[config.mk]
export PLATFORM = sky130hd
export DESIGN_NAME = hsd_len_step
export DESIGN_NICKNAME = d
export VERILOG_FILES = /design/src/rtl/core/assert_macros.svh /design/src/rtl/core/hsd_pkg.sv /design/src/rtl/core/hsd_len_step.sv
export SDC_FILE = /design/constraint.sdc
export NUM_CORES = 1
export LEC_CHECK = 0
export ABC_AREA = 1
export BUFFER_PORTS_ARGS = -buffer_cell sky130_fd_sc_hd__buf_2
export CORE_MARGIN = 4
export CORE_UTILIZATION = 60
export DETAILED_ROUTE_END_ITERATION = 10
export PLACE_DENSITY = 0.92
export SLEW_MARGIN = 30
export SYNTH_ARGS = -nofsm -noshare
export SYNTH_HDL_FRONTEND = slang
export SYNTH_SLANG_ARGS = --single-unit
export TNS_END_PERCENT = 20
[constraint.sdc]
create_clock -name vclk -period 6.58
set_input_delay 1.316 -clock vclk [all_inputs]
set_output_delay 1.316 -clock vclk [all_outputs]
set_load 0.01 [all_outputs]
[src/rtl/core/assert_macros.svh]
// -----------------------------------------------------------------------------
// assert_macros.svh
// Shared concurrent assertion macros, clocked on clk, disabled in reset.
// -----------------------------------------------------------------------------
`ifndef ASSERT_MACROS_SVH
`define ASSERT_MACROS_SVH

// Same-cycle implication.
`define ASSERT_IMP(lbl, ante, cons) \
    lbl: assert property (@(posedge clk) disable iff (!rst_n) (ante) |-> (cons)) \
        else $error("assertion failed");

// Next-cycle implication.
`define ASSERT_NXT(lbl, ante, cons) \
    lbl: assert property (@(posedge clk) disable iff (!rst_n) (ante) |=> (cons)) \
        else $error("assertion failed");

`endif

[src/rtl/core/hsd_pkg.sv]
// -----------------------------------------------------------------------------
// hsd_pkg
// Types and constants of the JPEG Huffman symbol decoder.
// -----------------------------------------------------------------------------
package hsd_pkg;

    localparam int MAX_CODE_LEN_DEF = 16;
    localparam int NUM_TABLES_DEF   = 4;
    localparam int MAX_SYMBOLS_DEF  = 256;

    localparam int CNT_W   = 8;   // count per length (one definition byte)
    localparam int CODE_W  = 17;  // canonical first code, saturating
    localparam int START_W = 9;   // first symbol index, saturating
    localparam int IDX_W   = 10;  // start + offset
    localparam int V_W     = 16;  // scan prefix, up to 16 bits

    localparam logic [CODE_W-1:0]  FIRST_SAT = 17'h1FFFF;
    localparam logic [START_W-1:0] POS_SAT   = 9'd511;

    localparam logic FUNC_LOAD   = 1'b0;
    localparam logic FUNC_DECODE = 1'b1;

    // Result of one length step of the canonical code walk.
    typedef struct packed {
        logic               hit;
        logic [IDX_W-1:0]   idx;
        logic [CODE_W-1:0]  code_next;
        logic [START_W-1:0] start_next;
    } step_t;

    typedef enum logic [4:0] {
        ST_IDLE = 5'b00001,
        ST_SCAN = 5'b00010,
        ST_SYM  = 5'b00100,
        ST_EXT  = 5'b01000,
        ST_OUT  = 5'b10000
    } state_t;

endpackage

[src/rtl/core/hsd_len_step.sv]
// -----------------------------------------------------------------------------
// hsd_len_step
// One length of the canonical walk: match test and next first code / start.
// -----------------------------------------------------------------------------
module hsd_len_step (
    input  logic [hsd_pkg::CNT_W-1:0]   cnt,
    input  logic [hsd_pkg::CODE_W-1:0]  first,
    input  logic [hsd_pkg::START_W-1:0] start,
    input  logic [hsd_pkg::V_W-1:0]     prefix,
    output hsd_pkg::step_t              res
);
    import hsd_pkg::*;

    logic [CODE_W:0]    diff;
    logic               ge;
    logic [CODE_W:0]    sum;
    logic [CODE_W+1:0]  shl;
    logic [START_W:0]   st_sum;

    always_comb
    begin
        diff   = {2'b0, prefix} - {1'b0, first};
        ge     = {1'b0, prefix} >= first;
        sum    = {1'b0, first} + {{(CODE_W+1-CNT_W){1'b0}}, cnt};
        shl    = {sum, 1'b0};
        st_sum = {1'b0, start} + {{(START_W+1-CNT_W){1'b0}}, cnt};

        res.hit        = (cnt != '0) && ge &&
                         (diff < {{(CODE_W+1-CNT_W){1'b0}}, cnt});
        res.idx        = {1'b0, start} + {{(IDX_W-CNT_W){1'b0}}, diff[CNT_W-1:0]};
        res.code_next  = (shl > {2'b0, FIRST_SAT}) ? FIRST_SAT : shl[CODE_W-1:0];
        res.start_next = (st_sum > {1'b0, POS_SAT}) ? POS_SAT : st_sum[START_W-1:0];
    end

endmodule

======== Word-level counts from Yosys, hierarchy flattened ========
Cells that the tools add are included.
cells by class
  add/sub/neg operators ................... 4
  $mul .................................... 0
  divide/modulo/power cells ............... 0
  magnitude comparators ................... 4
  eq/ne operators ......................... 0
  shift operators ......................... 0
  multiplexer cells ....................... 2
  bitwise gates (word level) .............. 0
  reduce and logical (&&, ||, !) cells .... 3
operators with widths
  operator                                                                            count
  9-bit by 8-bit adder with 10-bit output                                             2
  19-bit by 17-bit greater-than comparator with 1-bit output (second input constant)  1
  17-bit by 8-bit adder with 18-bit output                                            1
  18-bit by 8-bit < comparator with 1-bit output                                      1
  16-bit by 17-bit subtractor with 18-bit output                                      1
  16-bit by 17-bit >= comparator with 1-bit output                                    1
  17-bit two-way mux                                                                  1
  10-bit by 9-bit greater-than comparator with 1-bit output (second input constant)   1
  9-bit two-way mux                                                                   1
  8-bit nonzero test                                                                  1
  1-bit logical AND                                                                   2
storage, ports and cells
  flip-flop bits (word level) ............. 0
  bits in latches ......................... 0
  bits in writable memories ............... 0
  ROM bits ................................ 0
  bits of input ports ..................... 50
  output and inout port bits .............. 37
  logic and storage cells ................. 13
  memories ................................ 0

======== Depth between registers and ports, before layout ========
  word-level depth ........................ 3
  mapped depth ............................ 21
  gate-level depth less buffers ........... 21

======== Worst setup path before layout ========
OpenSTA, ideal clock, no wires.
  path kind ............................... input -> output
  start point ............................. in prefix[0] in the netlist's numbering
  end point ............................... out res[36] in the netlist's numbering
  arrival time ............................ 3.468 ns
  data required time ...................... 5.264 ns
  slack ................................... 1.796 ns
  stages on the path ...................... 21
  path buffers ............................ 0
  path through ............................ inv_1 -> ha_1 -> fa_1 -> inv_1 -> nand3_1 -> nand2_1 -> nand2_1 -> nand2_1 -> xor2_1 -> ha_1 -> nand2_1 -> inv_1 -> nand2_1 -> nor2_1 -> nand2_1 -> nand3_1 -> nor2_1 -> nand2_1 -> nor2_1 -> nand3_1 -> nor2_1
RTL lines
  what             line                text
  start, declared  hsd_len_step.sv:9   input logic [hsd_pkg::V_W-1:0] prefix,
  end, declared    hsd_len_step.sv:10  output hsd_pkg::step_t res

==> metrics.md <==
| Metric | Value |
|---|---|
| Status | complete, no violations |
| Complex-gate fraction of the synthesized area | 0.102 |
| Biggest fanout along the worst timing path | 4 |
| Place WS | 1.34 ns |
| Worst min-delay path endpoint | res[34] |
| Die area | 0.00593 mm^2 |
| Die boundary height | 77.0 um |
| Number of distinct library cells after synthesis | 32 |
| WS Path Type | in -> out |
| Arrival time reported for the critical path endpoint | 3.98 ns |
| Worst hold stages | 3 |
| Leakage power of the design | 2.10 nW |
| Vias in the first global route | 3218 |
| Largest net degree at the start of global routing | 18 |
| Launching instance or port of the critical path | first[0] |
| Hold/Removal Path Class | in -> out |
| Synthesized netlist net count | 618 |
| Combined global-route utilization of all metal layers | 0.267 |
| Fraction of final layout cells sized beyond drive strength 1 | 0.186 |
| Normalized max-slew margin | 0.770 |
| Post-detailed-route wirelength per cell | 12.4 um |
| # resized after CTS | 0 |
| Total wirelength of the detailed-routed design | 8110 um |
| DRC viols | 0 |
| Remaining Overflow, GRT | 0 |
| Initial antenna violation count | 0 |
| Via count | 3473 |
| Number of instances in the synthesized netlist | 516 |
| Fraction of the cycle the final worst path needs | 0.805 |
| Maximum achievable frequency | 189 MHz |
| First-pass GRT wire length | 13800 um |
| Average cell area after synthesis | 5.54 um^2 |
| Number of max-slew violations in the final report | 0 |
| Final critical path time including I/O delays and setup | 5.29 ns |
| Transition time at the pin with the least slew margin | 0.345 ns |
| Number of search-and-repair iterations in the first detailed-routing pass | 4 |
| Per-cell via count in the routed design | 5.31 |
| Antenna viol nets, final | 0 |
| Setup repair after global routing missed its margin | false |
| Starting Density | 0.639 |
| Max-cap viol count | 0 |
| Sequential cell count | 0 |
| Synthesized-area fraction occupied by xor and xnor cells | 0.0735 |
| Placed wire-length estimate | 7250 um |
| Share of the yosys chip area belonging to registers | 0 |
| Peak ir drop on the vdd network | 0.151 mV |
| Simple-gate area share of the yosys netlist | 0.442 |
| Endpoint kind of the worst setup timing path | output port |
| Area occupied by registers | 0 um^2 |
| Final hold vios | 0 |
| Post-synthesis cell area | 0.00286 mm^2 |
| Main combinational cell family by area after synthesis | simple AND/OR/NAND/NOR gates |
| I/O Pins | 87 |
| # port buffers | 87 |
| Layout Area Growth over Synthesis | 16.8% |
| Power per standard cell area | 117 mW/mm^2 |
| # rows | 24 |
| Die width | 77.0 um |
| Synthesis Warnings | 0 |
| Share of synthesized area spent on multiplexers | 0 |
| Final nets | 706 |
| Endpoints failing setup | 0 |
| Post-CTS setup buffers | 0 |
| Initial DRC Count | 201 |
| FILL cells | 416 |
| Post-synthesis adder-cell area fraction | 0.238 |
| Critical Path Start Type | input port |
| Core region area | 0.00447 mm^2 |
| Total negative setup slack | 0 ns |
| Gp weighted congestion | 0.952 |
| Worst-case setup margin in the final layout | 1.29 ns |
| Data required time of the worst path | 5.26 ns |
| Post-cts hold buffer count | 0 |
| Count of clock-net buffers in the final layout | 0 |
| Beginning of the worst hold path | start[8] |
| Antenna Cells | 0 |
-- layout by cell type, fill, tap and decap left out, types with 4 or more instances in the layout --
cell / Yosys / layout
sky130_fd_sc_hd__nand3_1: 38 / 38
sky130_fd_sc_hd__inv_1: 101 / 101
sky130_fd_sc_hd__nand2_2: 10 / 10
sky130_fd_sc_hd__xnor2_1: 6 / 6
sky130_fd_sc_hd__nand2_1: 162 / 162
sky130_fd_sc_hd__o21ai_0: 8 / 8
sky130_fd_sc_hd__fa_1: 4 / 4
sky130_fd_sc_hd__a21oi_1: 32 / 32
sky130_fd_sc_hd__ha_1: 48 / 48
sky130_fd_sc_hd__nor2_1: 44 / 44
sky130_fd_sc_hd__xor2_1: 18 / 18
sky130_fd_sc_hd__buf_2: 0 / 87
sky130_fd_sc_hd__nand4_1: 10 / 10
-- stage by stage --
step	total power (W)	cells	util	hold WS, ns	area (um^2)
after floorplan	0.000269	516	-	2.71	2860
after global routing	0.000439	654	0.746	2.97	3340
after global placement	0.000376	654	0.746	2.93	3340
after detailed placement	0.000385	654	0.746	2.93	3340
final	0.000392	654	0.746	2.93	3340
after CTS	0.000388	654	0.746	2.93	3340
-- metal layers --
metal  share of wire  wire [um]  global-route usage
met4          0.0055         45              0.0267
met5               0          0                   0
met1            0.46       3700               0.373
met3           0.080        645              0.0176
met2            0.46       3730               0.464
-- cell type report --
type | instances | area, um^2 | share of cell area
Timing Repair Buffer | 87 | 435 | 0.130
Inverter | 104 | 390 | 0.117
Tap cell | 52 | 65.1 | 0.0195
Multi-Input combinational cell | 411 | 2450 | 0.733
-- report_power, final --
part	internal (W)	switching (W)
Clock	0	0
Combinational	0.000154	0.000238
Sequential	0	0
Total	0.000154	0.000238
-- synthesized netlist by cell type (2+ instances only) --
master / n / area [um^2]
sky130_fd_sc_hd__fa_1: 4 / 80.1
sky130_fd_sc_hd__nand3_2: 3 / 30.0
sky130_fd_sc_hd__nand2_2: 10 / 62.6
sky130_fd_sc_hd__or2_2: 2 / 12.5
sky130_fd_sc_hd__nand3_1: 38 / 190
sky130_fd_sc_hd__xnor2_1: 6 / 52.6
sky130_fd_sc_hd__and2_1: 3 / 18.8
sky130_fd_sc_hd__a21oi_1: 32 / 160
sky130_fd_sc_hd__xor2_1: 18 / 158
sky130_fd_sc_hd__nand3b_1: 2 / 15.0
sky130_fd_sc_hd__o21bai_1: 2 / 15.0
sky130_fd_sc_hd__nand2_1: 162 / 608
sky130_fd_sc_hd__nor2_1: 44 / 165
sky130_fd_sc_hd__o21ai_0: 8 / 40.0
sky130_fd_sc_hd__nor3_1: 3 / 15.0
sky130_fd_sc_hd__nand4_1: 10 / 62.6
sky130_fd_sc_hd__o211ai_1: 3 / 22.5
sky130_fd_sc_hd__a21boi_0: 2 / 15.0
sky130_fd_sc_hd__ha_1: 48 / 601
sky130_fd_sc_hd__inv_1: 101 / 379
sky130_fd_sc_hd__inv_2: 3 / 11.3
sky130_fd_sc_hd__a21o_1: 2 / 15.0
-- critical path: stages --
cell,delay (ns)
sky130_fd_sc_hd__buf_2,0.12
sky130_fd_sc_hd__ha_1,0.21
sky130_fd_sc_hd__fa_1,0.41
sky130_fd_sc_hd__inv_1,0.11
sky130_fd_sc_hd__nand3_1,0.08
sky130_fd_sc_hd__nand2_1,0.15
sky130_fd_sc_hd__nand2_1,0.07
sky130_fd_sc_hd__nand2_1,0.09
sky130_fd_sc_hd__xor2_1,0.19
sky130_fd_sc_hd__ha_1,0.26
sky130_fd_sc_hd__nand2_1,0.06
sky130_fd_sc_hd__inv_1,0.05
sky130_fd_sc_hd__nand2_1,0.05
sky130_fd_sc_hd__nor2_1,0.04
sky130_fd_sc_hd__nand2_1,0.05
sky130_fd_sc_hd__nand3_1,0.09
sky130_fd_sc_hd__nor2_1,0.17
sky130_fd_sc_hd__nand2_1,0.07
sky130_fd_sc_hd__nor2_1,0.09
sky130_fd_sc_hd__nand3_1,0.07
sky130_fd_sc_hd__nor2_1,0.09
sky130_fd_sc_hd__buf_2,0.13
-- cells by family (layout without fill, tap and decap cells) --
group                      Yosys count  count (layout)
AOI/OAI and AO/OA                   51              51
xor gates and xnor gates            24              24
adders and majority gates           52              52
buffers and inverters              105             191
and+or+nand+nor                    284             284
-- worst max-delay path by stage --
stage                     endpoint
final                      res[36]
after global routing       res[36]
after CTS                  res[36]
after detailed placement   res[36]
after global placement     res[36]
after floorplan            res[36]
Power figures use the tool's default switching activity.
