==> config.mk <==
export PLATFORM = sky130hd
export DESIGN_NAME = hsd_ram
export DESIGN_NICKNAME = d
export VERILOG_FILES = /design/src/rtl/core/assert_macros.svh /design/src/rtl/core/hsd_ram.sv
export SDC_FILE = /design/constraint.sdc
export NUM_CORES = 1
export LEC_CHECK = 0
export ABC_CLOCK_PERIOD_IN_PS = 1600
export BUFFER_PORTS_ARGS = -buffer_cell sky130_fd_sc_hd__buf_2
export CORE_MARGIN = 4
export CORE_UTILIZATION = 30
export CTS_BUF_LIST = sky130_fd_sc_hd__clkbuf_16
export CTS_CLUSTER_SIZE = 40
export DETAILED_ROUTE_END_ITERATION = 16
export PLACE_DENSITY_LB_ADDON = 0.05
export SYNTH_ARGS = -nofsm -noshare
export SYNTH_HDL_FRONTEND = slang
export SYNTH_SLANG_ARGS = --single-unit
==> constraint.sdc <==
create_clock -name clk -period 1.6 [get_ports clk]
set_input_delay 0 -clock clk [delete_from_list [all_inputs] [get_ports clk]]
set_output_delay 0 -clock clk [all_outputs]
set_load 0.03 [all_outputs]
==> src/rtl/core/assert_macros.svh <==
// -----------------------------------------------------------------------------
// assert_macros.svh
// Shared concurrent assertion macros, clocked on clk, disabled in reset.
// -----------------------------------------------------------------------------
`ifndef ASSERT_MACROS_SVH
`define ASSERT_MACROS_SVH

// Same-cycle implication.
`define ASSERT_IMP(lbl, ante, cons) \
    lbl: assert property (@(posedge clk) disable iff (!rst_n) (ante) |-> (cons)) \
        else $error("assertion failed");

// Next-cycle implication.
`define ASSERT_NXT(lbl, ante, cons) \
    lbl: assert property (@(posedge clk) disable iff (!rst_n) (ante) |=> (cons)) \
        else $error("assertion failed");

`endif

==> src/rtl/core/hsd_ram.sv <==
// -----------------------------------------------------------------------------
// hsd_ram
// Generic simple dual-port RAM, one write port, one registered read port.
// -----------------------------------------------------------------------------
module hsd_ram #(
    parameter int WIDTH = 8,
    parameter int DEPTH = 64
) (
    input  logic                     clk,
    input  logic                     we,
    input  logic [$clog2(DEPTH)-1:0] waddr,
    input  logic [WIDTH-1:0]         wdata,
    input  logic [$clog2(DEPTH)-1:0] raddr,
    output logic [WIDTH-1:0]         rdata
);

    logic [WIDTH-1:0] mem [DEPTH];

    always_ff @(posedge clk)
    begin
        if (we)
        begin
            mem[waddr] <= wdata;
        end
        rdata <= mem[raddr];
    end

endmodule

Word-level counts from Yosys, hierarchy flattened
Memories as Yosys holds them, arrays and structs flattened. A register that Yosys moved wholly into a read port is not among the register bits.
Index checks and enable logic that the tools add are counted.
Widths: inputs -> output; s select.
{ "classes": {"muxes": 2} }
{ "op_table": {"columns": ["operator", "n"], "rows": [
  ["$mux 1", 2]
]} }
{ "totals": {"reg_bits": 0, "mem_bits_rw": 512, "input_bits": 22, "mem_count": 1} }
{ "mem_list": {"columns": ["name", "depth", "width", "rd", "rd_ports_with_merged_regs", "wr", "line", "text"], "rows": [
  ["mem", 64, 8, 1, 1, 1, "hsd_ram.sv:17", "logic [WIDTH-1:0] mem [DEPTH];"]
]} }

Longest topological paths before layout
Gate-level depths: netlist (run 1).
{ "depth": {"depth_word": 2, "depth_mapped": 9, "depth_no_buf": 5} }

Worst setup path before layout (run 1)
Ideal clock, no wire load.
{ "synth_timing": {"kind": "register -> register", "start": "mem mem[29][4]", "end": "reg rdata[4] (read register of mem)", "setup_time_ps": 132, "t_arrival_ps": 1560, "t_required_ps": 1468, "setup_slack_ps": -92, "stages_incl_launch_ff": 6, "n_path_buf": 0, "path_cell_list": "edfxtp_1 > mux4_2 > mux2_2 > o221a_2 > nor3_1 > o32ai_1"} }
{ "synth_rtl": {"columns": ["element", "line", "text"], "rows": [
  ["start: declaration", "hsd_ram.sv:17", null],
  ["end: declaration", "hsd_ram.sv:14", "output logic [WIDTH-1:0] rdata"]
]} }

==> results of run 1 <==
per-stage QoR:
step	setup TNS (ns)	cells
after floorplan	-0.1481	940
after global placement	-3.490	1969
after detailed placement	-3.430	1969
after CTS	-1.866	2080
after global routing	-2.056	2080
final	-1.607	2080
metal layers:
layer | GRT usage | up-vias | wire length (um)
li1 | - | 4409 | -
met1 | 0.2254 | 5225 | 25870
met2 | 0.2452 | 166 | 25620
met3 | 0.02582 | 82 | 1938
met4 | 0.04283 | 4 | 1414
met5 | 0 | - | 21
power breakdown:
part           total, mW  switching (mW)  leakage [nW]  internal, mW
logic               1.87            1.09          2.53         0.774
clock network       12.1            5.16         0.911          6.92
registers           15.1          0.0471          4.67          15.1
final cells by class:
cell class / count / area [sq um]
Clock buffer: 61 / 1526
Fill cell: 6045 / 41490
Timing Repair Buffer: 227 / 1914
Multi-Input combinational cell: 369 / 4477
Sequential cell: 520 / 15530
Clock inverter: 39 / 188.9
Tap cell: 864 / 1081
how the worst max path moves through the flow:
stage,from,to,slack (ns)
global placement,raddr[0],rdata[7],-0.66
floorplan,mem[21][4],rdata[4],-0.05
global route,mem[55][5],rdata[5],-0.31
finish,mem[55][5],rdata[5],-0.29
detailed placement,raddr[0],rdata[7],-0.57
CTS,mem[55][5],rdata[5],-0.29
registers in the layout, summed over array words and instances, names as in the netlist:
register,flops
rdata,8
mem,512
synthesized netlist by cell type:
master     instances
buf_6              4
dfxtp_1            8
o22ai_1            8
o41ai_1            2
nor4_1             2
a221oi_1           6
nand3_1           13
a211oi_1           4
o21a_1             2
edfxtp_1         512
and2_1             1
o2111ai_1          3
nor2b_1           14
mux2i_1           23
or3_1              1
nand4b_1           1
nand2_1           19
a31oi_1            1
nor2_1            83
buf_2             11
a22oi_1            3
clkbuf_1          17
mux4_2           126
nand2b_1           7
o311ai_1           1
buf_1              4
o21ai_1            2
buf_4             13
nand3b_1           3
nor3_1             7
o21ai_0            2
o221a_2            2
a2111oi_0          2
buf_12             2
o2bb2ai_1          3
o32ai_1            2
nand4_1            2
mux2_2            13
o221ai_1           8
a21oi_1            3
what timing repair did:
action,in CTS,in global routing
setup endpoints to repair,8,8
hold endpoints to repair,344,4
pin swaps,3,1
resized for setup,22,7
worst max-delay path: cells and delay by family (launching register included):
family | cells | cell delay, ns
mux | 2 | 1.09
flops | 1 | 0.36
compound gates | 2 | 0.30
logic make-up (layout without fill, tap and decap cells):
| group | after synthesis | in the layout | share of synthesized area |
|---|---|---|---|
| DFF | 520 | 520 | 0.7703 |
| buffers and inverters | 51 | 327 | 0.01570 |
| AOI/OAI and AO/OA | 54 | 54 | 0.02072 |
| and+or+nand+nor | 153 | 153 | 0.03387 |
| muxes | 162 | 162 | 0.1594 |
==> flow_metrics.tcl, run 1 <==
set metrics [dict create \
    synthCells 940 \
    start_util 0.3046 \
    timing.rr.start "mem[55][5]" \
    crit_chain "mux4_2, mux4_2, o21ai_4, o41ai_1" \
    cts_max_level 2 \
    hold_depth 2 \
    overflow 0 \
    synth-seq-cells 520 \
    skew_ns 0.01476 \
    synth_top_cell_area_share 0.7624 \
    slew_viol_final 0 \
    drcViolationCount 0 \
    grt_max_degree 65 \
    grt_pass1_wl_um 78670 \
    io_pins 30 \
    yosysTopAreaCell "edfxtp_1" \
    worstSkewPairLatency_ns 0.61 \
    setup_viol 8 \
    violations "hold timing, setup timing" \
    fin_util 0.3734 \
    fp.dieH_um 267.3 \
    finalCriticalPeriod_ns 1.887 \
    dp_slack_ns -0.5689 \
    finalHoldViolCount 21 \
    cap_violations 0 \
    leakage_nw 8.117 \
    placed_area_sq_um 22770 \
    drtIter0Drc 665 \
    syn_avg_cell_area_sq_um 21.45 \
    whs_ns -0.1396 \
    ys_types 40 \
    root_buffer "clkbuf_16" \
    wire_per_inst_um 26.38 \
    row_count 94 \
    grt.total_usage 0.1557 \
    cp.required_ns 2.08 \
    cts_buffers 58 \
    gp_congestion 0.7430 \
    status "finished with violations" \
    hp-start "raddr[5]" \
    cts_setup_buffers 0 \
    ant_nets 0 \
    drive_above_1_share 0.3676 \
    tightest_slew_ns 0.8054 \
    layout_commonest_cell "edfxtp_1" \
    fin_nets 1198 \
    hp-class "in2reg" \
    yosysSeqAreaShare 0.7703 \
    netlist_area_sq_um 20170 \
    tritoncts "built" \
    crit_fanout 1 \
    cts.sinks 520 \
    path_class "reg2reg" \
    r2r_cells 4 \
    grt_pass1_vias 10386 \
    grt_antenna_before_repair 3 \
    die_x_um 267.3 \
    post-route-cell-area_sq_um 24720 \
    ir_drop_mv 0.7742 \
    syn2layout_area_growth_pct 22.59 \
    regToRegEndpoint "rdata[5]" \
    rsz0062_at_grt "true" \
    holdBufCountCts 12 \
    viasPerCell 4.753 \
    port_buffers 29 \
    final_cell_mix "512 x edfxtp_1, 169 x buf_4, 126 x mux4_2, 78 x nor2_1, 61 x clkbuf_16" \
    fmax_mhz 529.9 \
    crit_slowest_cell "mux4_2" \
    cp-end-kind "flop" \
    p_per_area_nw_per_um2 1176 \
    r2r_setup_slack_ns -0.29 \
    min_to "rdata[5]" \
    synth_area_leaders "edfxtp_1 76%, mux4_2 14%, nor2_1 1.5%" \
    core_area_sq_um 66220 \
    p_total_mw 29.08 \
    worst_slack_ns -0.2870 \
    cpPeakStageDelay_ns 0.55 \
    synth_warnings 0 \
    clockBufferDepth 3 \
    cp.arrival_ns 2.36 \
    dieArea_sq_um 71440 \
    syn_nets 962 \
    crit_top_cell "mux4_2" \
    worst_setup_path_start_kind "flop" \
    dp_hpwl_um 35950 \
    path_clk_slew_ns 0.06 \
    max_slew_margin 0.4631 \
    drt-total-wl_um 54870 \
    dr_total_vias 9886 \
    drtPass1Iterations 4 \
    fin_crit_sh 1.179 \
    diodes 0 \
]
No activity file was read; power rests on OpenSTA's default activity.
==> inputs of run 2 (changes only) <==
Settings changed: RECOVER_POWER set to 25, TNS_END_PERCENT set to 100.
==> flow_metrics.tcl, run 2 (synthesis gave the netlist of run 1 again) <==
set metrics [dict create \
    syn2layout_area_growth_pct 22.21 \
    grt_pass1_vias 10386 \
    rsz0062_at_grt "true" \
    start_util 0.3046 \
    cp.required_ns 2.08 \
    wire_per_inst_um 26.47 \
    viasPerCell 4.772 \
    tightest_slew_ns 1.829 \
    crit_fanout 1 \
    crit_chain "mux4_2, mux4_2, o21ai_4, o41ai_1" \
    r2r_setup_slack_ns -0.28 \
    fmax_mhz 532.8 \
    gp_congestion 0.7430 \
    top_register "mem" \
    grt_antenna_before_repair 3 \
    drt-total-wl_um 55060 \
    overflow 0 \
    largest_reg_flops 512 \
    cpPeakStageDelay_ns 0.55 \
    grt.total_usage 0.1557 \
    worst_setup_path_start_kind "flop" \
    port_buffers 29 \
    setup_tns_ns -1.607 \
    core_area_sq_um 66220 \
    finalCriticalPeriod_ns 1.877 \
    crit_top_cell "mux4_2" \
    io_pins 30 \
    grt_pass1_wl_um 78670 \
    n_fill_cell 6054 \
    drive_above_1_share 0.3660 \
    final_cell_mix "512 x edfxtp_1, 169 x buf_4, 126 x mux4_2, 78 x nor2_1, 61 x clkbuf_16" \
    drtPass1Iterations 4 \
    cts_setup_buffers 0 \
    layout_commonest_cell "edfxtp_1" \
    violations "hold timing, capacitance limit, slew limit, setup timing" \
    cap_violations 2 \
    tritoncts "built" \
    root_buffer "clkbuf_16" \
    cp.buffers_inverters 0 \
    ir_drop_mv 0.7754 \
    setup_viol 8 \
    hp-class "in2reg" \
    leakage_nw 8.083 \
    cts_max_level 2 \
    fp.dieH_um 267.3 \
    fin_nets 1198 \
    path_clk_slew_ns 0.06 \
    clockBufferDepth 3 \
    p_total_mw 29.05 \
    worstSkewPairLatency_ns 0.61 \
    p_per_area_nw_per_um2 1179 \
    drcViolationCount 0 \
    holdBufCountCts 12 \
    slew_viol_final 36 \
    reg_top3 "mem (512), rdata (8)" \
    ant_nets 0 \
    cts_buffers 58 \
    die_x_um 267.3 \
    cp.arrival_ns 2.36 \
    grt_max_degree 65 \
    path_class "reg2reg" \
    whs_ns -0.1406 \
    cp-end-kind "flop" \
    cp_top_family "multiplexers" \
    drtIter0Drc 723 \
    fin_crit_sh 1.173 \
    max_slew_margin -0.2194 \
    skew_ns 0.01565 \
    finalHoldViolCount 4 \
    cts.sinks 520 \
    dieArea_sq_um 71440 \
    status "finished with violations" \
    worst_slack_ns -0.2767 \
    row_count 94 \
    crit_slowest_cell "mux4_2" \
    dr_total_vias 9926 \
    dp_hpwl_um 35950 \
    diodes 0 \
]
## run 2: worst paths after layout
path | end | cells past startpoint | from
max | rdata[5] | 4 | mem[55][5]
min | rdata[5] | 2 | raddr[5]
max reg2reg | rdata[5] | 4 | mem[55][5]
min reg2reg | rdata[6] | 3 | mem[26][6]
## run 2: per-stage QoR
| step | utilization | worst slack (ns) | area, sq um | cells | hold WS, ns |
|---|---|---|---|---|---|
| after floorplan | - | -0.05021 | 20210 | 940 | 0.09887 |
| after global placement | 0.3438 | -0.6583 | 22770 | 1969 | 0.4638 |
| after detailed placement | 0.3438 | -0.5689 | 22770 | 1969 | 0.4562 |
| after CTS | 0.3729 | -0.2857 | 24690 | 2080 | -0.2012 |
| after global routing | 0.3722 | -0.3054 | 24640 | 2080 | -0.1688 |
| final | 0.3722 | -0.2767 | 24640 | 2080 | -0.1406 |
## run 2: area by class of cell
cell class	instances	area, sq um	area share
flip-flops and latches	520	15530	0.6303
multi-input cells	369	4477	0.1817
repair buffers	227	1837	0.07453
clock buffers	61	1526	0.06194
well taps	864	1081	0.04386
clock inverters	39	188.9	0.007666
## run 2: per-layer routing
| metal | part of all wire | track usage | vias to the layer above | wire [um] |
|---|---|---|---|---|
| li1 | - | - | 4405 | - |
| met2 | 0.47 | 0.2452 | 168 | 25700 |
| met1 | 0.47 | 0.2254 | 5266 | 25940 |
| met5 | 0.00047 | 0 | - | 26 |
| met3 | 0.036 | 0.02582 | 83 | 1956 |
| met4 | 0.026 | 0.04283 | 4 | 1434 |
## run 2: what timing repair did
item / 4_1_cts / 5_1_grt
endpoints found under the hold margin: 344 / 4
pin swaps: 3 / 1
setup endpoints to repair: 8 / 8
gates resized for setup: 22 / 7
## run 2: report_power, final
group | internal (mW) | switching (mW) | leakage [nW] | total (mW)
logic | 0.751 | 1.09 | 2.50 | 1.84
registers | 15.1 | 0.0474 | 4.67 | 15.1
clock network | 6.92 | 5.16 | 0.911 | 12.1
==> inputs of run 3 (changes only) <==
Settings changed: CORE_UTILIZATION 30 to 56.
==> flow_metrics.tcl, run 3 (synthesis gave the netlist of run 1 again) <==
set metrics [dict create \
    status "finished with violations" \
    violations "setup timing" \
    fmax_mhz 548.4 \
    rsz0062_at_grt "true" \
    tightest_slew_ns 1.437 \
    drive_above_1_share 0.3453 \
    p_per_area_nw_per_um2 1207 \
    finalCriticalPeriod_ns 1.824 \
    syn2layout_area_growth_pct 17.84 \
    placed_area_sq_um 21920 \
    grt.total_usage 0.2391 \
    hold_depth 3 \
    cp-end-kind "flop" \
    drtIter0Drc 1039 \
    finalHoldViolCount 0 \
    worstSkewPairLatency_ns 0.58 \
    largest_reg_flops 512 \
    drcViolationCount 0 \
    hp-start "waddr[2]" \
    dieArea_sq_um 39110 \
    path_clk_slew_ns 0.06 \
    dr_total_vias 9985 \
    min_to "mem[48][2]" \
    fin_nets 1151 \
    post-route-cell-area_sq_um 23760 \
    top_register "mem" \
    root_buffer "clkbuf_16" \
    die_x_um 197.8 \
    core_area_sq_um 35570 \
    cts_setup_buffers 0 \
    cp.required_ns 2.07 \
    cap_violations 0 \
    port_buffers 29 \
    reg_top3 "mem (512), rdata (8)" \
    ant_nets 0 \
    drt-total-wl_um 45550 \
    wire_per_inst_um 27.93 \
    gp_congestion 0.8402 \
    slew_viol_final 0 \
    cts_max_level 2 \
    setup_viol 8 \
    fin_util 0.6681 \
    fin_crit_sh 1.140 \
    cp.arrival_ns 2.30 \
    final_cell_mix "512 x edfxtp_1, 138 x buf_4, 126 x mux4_2, 79 x nor2_1, 51 x clkbuf_16" \
    cp-startpoint "mem[3][1]" \
    timing.rr.start "mem[3][1]" \
    path_class "reg2reg" \
    worst_setup_path_start_kind "flop" \
    r2r_cells 5 \
    viasPerCell 6.122 \
    diodes 0 \
    grt_antenna_before_repair 2 \
    row_count 69 \
    r2r_setup_slack_ns -0.22 \
    crit_fanout 1 \
    hp-class "in2reg" \
    tritoncts "built" \
    regToRegEndpoint "rdata[1]" \
    clockBufferDepth 3 \
    cts.sinks 520 \
    grt_max_degree 65 \
    dp_hpwl_um 29320 \
    skew_ns 0.01194 \
    leakage_nw 7.835 \
    grt_pass1_vias 10391 \
    fp.dieH_um 197.8 \
    worst_slack_ns -0.2235 \
    start_util 0.5670 \
    grt_pass1_wl_um 67720 \
    max_slew_margin 0.04222 \
    cts_buffers 51 \
    drtPass1Iterations 5 \
    overflow 0 \
    layout_commonest_cell "edfxtp_1" \
    io_pins 30 \
    ir_drop_mv 1.043 \
]
-- run 3: metal layers --
layer | share of wire | GRT usage
met1 | 0.41 | 0.3386
met2 | 0.50 | 0.3916
met3 | 0.063 | 0.03999
met4 | 0.028 | 0.07345
met5 | 0.00044 | 0
-- run 3: worst max-delay path: stages (launching register included) --
cell and delay (ns):
edfxtp_1 0.37, mux4_2 0.49, mux4_2 0.55, nor2_2 0.13, nor3_1 0.06, o2bb2ai_1 0.12
-- run 3: how the worst max path moves through the flow --
stage	to	slack [ns]
finish	rdata[1]	-0.22
CTS	rdata[0]	-0.24
global placement	rdata[7]	-0.67
floorplan	rdata[4]	-0.05
global route	rdata[1]	-0.27
detailed placement	rdata[7]	-0.60
-- run 3: area by class of cell --
class	instances	area, sq um
Sequential cell	520	15530
Fill cell	2325	11810
Multi-Input combinational cell	369	4469
Timing Repair Buffer	187	1510
Clock buffer	51	1276
Tap cell	461	576.8
Clock inverter	43	396.6
-- run 3: what timing repair did --
action	4_1_cts	5_1_grt
gates resized for setup	20	3
cloned	0	0
pin swaps	4	0
hold buffers	8	0
endpoints found under the hold margin	179	0
endpoints found under the setup margin	8	8
-- run 3: power by group --
part	internal [mW]	switching (mW)	total, mW	leakage, nW
Clock	7.07	4.82	11.9	0.871
Combinational	0.685	0.971	1.66	2.29
Sequential	15.1	0.0468	15.1	4.67
-- run 3: per-stage QoR --
stage / TNS [ns] / worst slack (ns) / instances / power [mW] / hold slack, ns
detailed placement: -3.284 / -0.6031 / 1530 / 17.02 / 0.4561
global route: -2.991 / -0.2700 / 1631 / 29.64 / 0.04976
floorplan: -0.1481 / -0.05021 / 940 / 16.26 / 0.09887
global placement: -3.365 / -0.6683 / 1530 / 16.98 / 0.4683
CTS: -1.666 / -0.2420 / 1631 / 28.92 / 0.01471
finish: -1.629 / -0.2235 / 1631 / 28.67 / 0.05713
